==> src/rtl/mlpf_pkg.sv <==
// Shared widths, codes, types and helpers for the leaky ReLU network engine.
package mlpf_pkg;

  localparam int NODE_W         = 4;
  localparam int MAX_WIDTH      = 2 ** NODE_W;
  localparam int LEN_W          = NODE_W + 1;
  localparam int VALUE_BITS     = 16;
  localparam int FRAC_BITS      = 12;
  localparam int MAX_LAYERS_DEF = 4;
  localparam int ACC_W          = 2 * VALUE_BITS + NODE_W + 2;

  // divide a magnitude up to 2**(VALUE_BITS-1) by 100: (m * LEAK_RECIP) >> LEAK_SHIFT
  localparam int LEAK_SHIFT = 22;
  localparam logic [VALUE_BITS-1:0] LEAK_RECIP = VALUE_BITS'(41944);

  localparam int CFG_IDX_W  = 2;
  localparam int CFG_DATA_W = 5;

  localparam logic [CFG_IDX_W-1:0] CFG_LAYER_COUNT   = 2'd0;
  localparam logic [CFG_IDX_W-1:0] CFG_INPUT_LENGTH  = 2'd1;
  localparam logic [CFG_IDX_W-1:0] CFG_HIDDEN_LENGTH = 2'd2;
  localparam logic [CFG_IDX_W-1:0] CFG_OUTPUT_LENGTH = 2'd3;

  typedef enum logic [1:0] {
    OP_WEIGHT = 2'd0,
    OP_BIAS   = 2'd1,
    OP_INPUT  = 2'd2,
    OP_RUN    = 2'd3
  } op_e;

  typedef struct packed {
    logic              valid;
    logic              first;
    logic              last;
    logic [NODE_W-1:0] node;
  } mac_tag_t;

  typedef struct packed {
    logic                         valid;
    logic [NODE_W-1:0]            node;
    logic signed [VALUE_BITS-1:0] value;
  } node_wr_t;

  function automatic logic [LEN_W-1:0] clamp_len(input logic [LEN_W-1:0] v);
    logic [LEN_W-1:0] r;
    if (v == '0) begin
      r = LEN_W'(1);
    end else if (v > LEN_W'(MAX_WIDTH)) begin
      r = LEN_W'(MAX_WIDTH);
    end else begin
      r = v;
    end
    return r;
  endfunction

endpackage

==> src/rtl/mlpf_mac.sv <==
// Multiply-accumulate pipeline with truncating shift, saturation and leaky ReLU.
module mlpf_mac import mlpf_pkg::*; (
  input  logic                         clk_i,
  input  logic                         rst_ni,
  input  mac_tag_t                     issue_i,
  input  logic signed [VALUE_BITS-1:0] node_rd_i,
  input  logic signed [VALUE_BITS-1:0] weight_rd_i,
  input  logic signed [VALUE_BITS-1:0] bias_i,
  output node_wr_t                     wr_o,
  output logic                         busy_o
);

  localparam logic signed [ACC_W-1:0] SAT_HI = ACC_W'(2 ** (VALUE_BITS - 1) - 1);
  localparam logic signed [ACC_W-1:0] SAT_LO = ~SAT_HI;

  mac_tag_t                       p1_q, p2_q;
  logic signed [2*VALUE_BITS-1:0] prod_q;
  logic signed [ACC_W-1:0]        acc_q, acc_base, bias_ext, shifted;
  logic                           p3_valid_q, f1_valid_q, f2_valid_q;
  logic [NODE_W-1:0]              p3_node_q, f1_node_q, f2_node_q;
  logic signed [VALUE_BITS-1:0]   sat_d, sat_q, sat2_q, leak_val;
  logic [VALUE_BITS-1:0]          mag;
  logic [2*VALUE_BITS-1:0]        leak_q;
  logic                           neg_q;

  assign bias_ext = ACC_W'(bias_i) <<< FRAC_BITS;
  assign acc_base = p2_q.first ? bias_ext : acc_q;
  assign shifted  = acc_q >>> FRAC_BITS;

  always_comb begin
    if (shifted > SAT_HI) begin
      sat_d = VALUE_BITS'(SAT_HI);
    end else if (shifted < SAT_LO) begin
      sat_d = VALUE_BITS'(SAT_LO);
    end else begin
      sat_d = VALUE_BITS'(shifted);
    end
  end

  assign mag      = -sat_q;
  assign leak_val = VALUE_BITS'(leak_q >> LEAK_SHIFT);

  always_ff @(posedge clk_i or negedge rst_ni) begin
    if (!rst_ni) begin
      p1_q       <= '0;
      p2_q       <= '0;
      p3_valid_q <= 1'b0;
      f1_valid_q <= 1'b0;
      f2_valid_q <= 1'b0;
    end else begin
      p1_q       <= issue_i;
      p2_q       <= p1_q;
      p3_valid_q <= p2_q.valid && p2_q.last;
      f1_valid_q <= p3_valid_q;
      f2_valid_q <= f1_valid_q;
    end
  end

  always_ff @(posedge clk_i) begin
    prod_q <= node_rd_i * weight_rd_i;
    if (p2_q.valid) begin
      acc_q <= acc_base + ACC_W'(prod_q);
    end
    p3_node_q <= p2_q.node;
    sat_q     <= sat_d;
    f1_node_q <= p3_node_q;
    leak_q    <= (2 * VALUE_BITS)'(mag) * (2 * VALUE_BITS)'(LEAK_RECIP);
    neg_q     <= sat_q[VALUE_BITS-1];
    sat2_q    <= sat_q;
    f2_node_q <= f1_node_q;
  end

  assign wr_o.valid = f2_valid_q;
  assign wr_o.node  = f2_node_q;
  assign wr_o.value = neg_q ? -leak_val : sat2_q;

  assign busy_o = p1_q.valid || p2_q.valid || p3_valid_q || f1_valid_q || f2_valid_q;

endmodule

==> config.mk <==
export PLATFORM = sky130hd
export DESIGN_NAME = mlpf_mac
export DESIGN_NICKNAME = d
export VERILOG_FILES = /design/src/rtl/mlpf_pkg.sv /design/src/rtl/mlpf_mac.sv
export SDC_FILE = /design/constraint.sdc
export NUM_CORES = 1
export LEC_CHECK = 0
export ABC_CLOCK_PERIOD_IN_PS = 6400
export BUFFER_PORTS_ARGS = -buffer_cell sky130_fd_sc_hd__buf_2
export CAP_MARGIN = 0
export CORE_ASPECT_RATIO = 1.5
export CORE_MARGIN = 8
export CORE_UTILIZATION = 50
export DETAILED_ROUTE_END_ITERATION = 12
export GPL_ROUTABILITY_DRIVEN = 0
export HOLD_SLACK_MARGIN = 0.02
export PLACE_DENSITY = 0.69
export SLEW_MARGIN = 10
export SYNTH_ARGS = -nofsm -noshare
export SYNTH_HDL_FRONTEND = slang
export SYNTH_SLANG_ARGS = --single-unit
==> constraint.sdc <==
create_clock -name clk_i -period 6.4 [get_ports clk_i]
set_clock_uncertainty 0.2 [all_clocks]
set_input_delay 0.32 -clock clk_i [delete_from_list [all_inputs] [get_ports clk_i]]
set_output_delay 0.32 -clock clk_i [all_outputs]
set_load 0.03 [all_outputs]
==> impl_metrics.env <==
export IMPL_status="completed"
export IMPL_setup_viol=0
export IMPL_hold_violations=0
export IMPL_worstSetupPathType="flip-flop to flip-flop"
export IMPL_async_flop_share=0.121
export IMPL_finalNetCount=2814
export IMPL_syn_area_um2=20000
export IMPL_crit_start="sat_q[6]$_SDFF_PN1_"
export IMPL_cp_max_fo=4
export IMPL_initial_core_util=0.508
export IMPL_layout_drive_gt1_share=0.115
export IMPL_max_freq_mhz=161
export IMPL_vias=14000
export IMPL_synthTopCellsByArea="fa_1 34%, ha_1 14%, inv_1 9.5%"
export IMPL_num_rows=89
export IMPL_h_tree_depth=4
export IMPL_synthMostInstantiatedCell="inv_1"
export IMPL_syn2layout_area_growth_pct=11.5
export IMPL_portBuffers=78
export IMPL_final_cells=2709
export IMPL_grt_max_degree=41
export IMPL_finalMaxSlewViolations=0
export IMPL_fp_dieW_um=179
export IMPL_via_per_inst=5.17
export IMPL_routed_wl_mm=42.9
export IMPL_drc=0
export IMPL_netlist_cell_type_count=69
export IMPL_grt_pass1_wl_mm=72.9
export IMPL_firstDrtPassIters=5
export IMPL_grt_overflow=0
export IMPL_avgSynthCellArea_um2=9.63
export IMPL_worstPathRequired_ps=6560
export IMPL_yosys_top_cells_count="504 x inv_1, 337 x fa_1, 224 x ha_1"
export IMPL_clock_latency_ps=430
export IMPL_hold_class="input pin to flip-flop"
export IMPL_numCtsBuffers=17
export IMPL_drt_wirelength_per_cell_um=15.8
export IMPL_endpoint="leak_q[31]$_DFF_P_"
export IMPL_arrival_ps=6370
export IMPL_ant_nets=0
export IMPL_num_antenna_cells=0
export IMPL_synth_nets=2690
export IMPL_seq_area_frac_synth=0.165
export IMPL_cts_buffer_depth=2
export IMPL_r2r_setup_slack_ps=190
export IMPL_fin_hold_ws_ps=120
export IMPL_cp_end_kind="flip-flop"
export IMPL_ios=79
export IMPL_clock_sinks=141
export IMPL_die_h_um=261
export IMPL_detailedRoute_firstIterationViolations=486
export IMPL_tightestPinTransition_ps=762
export IMPL_r2r_end="leak_q[31]$_DFF_P_"
export IMPL_synth_edf_count=38
export IMPL_cp_start_kind="flip-flop"
export IMPL_antenna_found_initial=0
export IMPL_grt_use_total=0.193
export IMPL_yosys_warnings=0
export IMPL_slew_limit_headroom=0.488
export IMPL_rr_worst_depth=25
export IMPL_ys_ff_latch=141
export IMPL_yosys_area_top_type="fa_1"
export IMPL_rsz0062_at_grt="true"
export IMPL_period_share=0.971
export IMPL_dpl_hpwl_mm=37.2
export IMPL_period_needed_ps=6210
export IMPL_cts_tree="done"
export IMPL_core_um2=39300
export IMPL_cap_violations=0
export IMPL_synth_ff_type="dfxtp_1"
export IMPL_root_buffer="clkbuf_16"
export IMPL_fillerInstances=3422
export IMPL_clkTransAtPathRegs_ps=60
export IMPL_postLayoutCoreUtil=0.566
export IMPL_dieArea_um2=46700
export IMPL_post_place_cells=2666
export IMPL_rr_startpoint="sat_q[6]$_SDFF_PN1_"
export IMPL_grt_pass1_vias=15700
export IMPL_synth_cells=2072
export IMPL_yosysTopAreaCellShare=0.338
## sequential cells by signal, summed over array words and instances, names as in the netlist
| name | flops |
|---|---|
| p3_valid_q | 1 |
| p2_q | 7 |
| p1_q | 7 |
| f1_valid_q | 1 |
| f1_node_q | 4 |
| sat2_q | 15 |
| neg_q | 1 |
| p3_node_q | 4 |
| f2_valid_q | 1 |
| acc_q | 38 |
| prod_q | 32 |
| f2_node_q | 4 |
| leak_q | 10 |
| sat_q | 16 |
## worst max-delay path, stage by stage (launching register included)
cell	delay (ps)
dfxtp_2	330
nor3_4	180
nand2b_1	90
nor2_1	130
nand2_1	100
or4_4	440
xnor2_2	220
inv_2	80
buf_6	140
fa_1	530
ha_4	220
fa_1	500
fa_1	550
inv_1	60
fa_1	570
inv_2	50
ha_4	160
nor3_4	170
o221ai_2	120
a31o_1	240
a221oi_2	230
buf_4	170
a21oi_4	60
a211o_1	340
a21oi_2	140
xnor2_1	120
## what timing repair did
| item | 4_1_cts | 5_1_grt |
|---|---|---|
| pin swaps | 0 | 19 |
| resized for setup | 4 | 44 |
| hold endpoints to repair | 24 | 0 |
| endpoints found under the setup margin | 1 | 5 |
| buffers inserted | 0 | 3 |
| hold buffers | 8 | 0 |
## cell families (layout without fill, tap and decap cells)
family	count (synthesis)	after routing	share of synthesized area
mux	26	26	0.0146
xor+xnor	101	101	0.0443
compound gates	234	234	0.0796
fa+ha+maj	561	561	0.479
buf+inv	548	685	0.103
simple gates	461	461	0.115
flops	141	141	0.165
## cell type report
class                           count  area [um2]  share of cell area
Timing Repair Buffer              149         951              0.0427
Sequential cell                   141        3290               0.148
Tap cell                          500         626              0.0281
Clock buffer                       22         529              0.0238
Multi-Input combinational cell   1383       14900               0.668
Clock inverter                     10         106             0.00478
Inverter                          504        1890              0.0850
## stage by stage
step,cell area [um2],TNS (ps),worst slack [ps]
floorplan,20000,0,14.7
global placement,21300,-45.8,-45.8
detailed placement,21300,-137,-84.0
CTS,22000,0,1.40
global route,22300,-85.5,-85.5
finish,22300,0,188
## worst min path at each step
stage,from,to,slack (ps),cells past startpoint
3_3_place_gp,rst_ni,f2_valid_q$_DFF_PN0_,50,1
3_5_place_dp,rst_ni,f2_valid_q$_DFF_PN0_,60,1
6_report,node_rd_i[0],prod_q[0]$_DFF_P_,120,2
5_1_grt,node_rd_i[0],prod_q[0]$_DFF_P_,120,2
4_1_cts,node_rd_i[0],prod_q[0]$_DFF_P_,100,2
2_1_floorplan,rst_ni,f1_valid_q$_DFF_PN0_,-180,0
## placed cells by master (no fill, tap or decap), drive strengths merged, types with 4 or more instances in the layout
cell / netlist / final
nor2: 62 / 62
nor3: 24 / 24
o211ai: 8 / 8
xnor2: 75 / 75
xor2: 26 / 26
a21o: 42 / 42
fa: 337 / 337
a21boi: 4 / 4
edfxtp: 38 / 38
dlygate4sd3: 0 / 8
and3: 10 / 10
a211oi: 5 / 5
buf: 2 / 141
nor4: 4 / 4
nand2b: 15 / 15
o21ai: 47 / 47
nand2: 169 / 169
a31oi: 4 / 4
or3: 5 / 5
a21oi: 66 / 66
a211o: 6 / 6
and2: 119 / 119
inv: 504 / 511
nand4: 8 / 8
mux2: 25 / 25
ha: 224 / 224
o21bai: 13 / 13
dfrtp: 17 / 17
nor2b: 20 / 20
dfxtp: 86 / 86
clkbuf: 42 / 22
nand3: 14 / 14
o21a: 11 / 11
## per-layer routing
| metal | GRT usage | wire (um) | vias up |
|---|---|---|---|
| li1 | - | - | 6654 |
| met1 | 0.217 | 17000 | 6996 |
| met2 | 0.368 | 23200 | 278 |
| met3 | 0.0168 | 1300 | 73 |
| met4 | 0.0710 | 1290 | 0 |
| met5 | 0 | 0 | - |
Power is left out: the tool's default activity adds up to more than one toggle a clock period on the data nets, which glitch-free logic cannot reach.
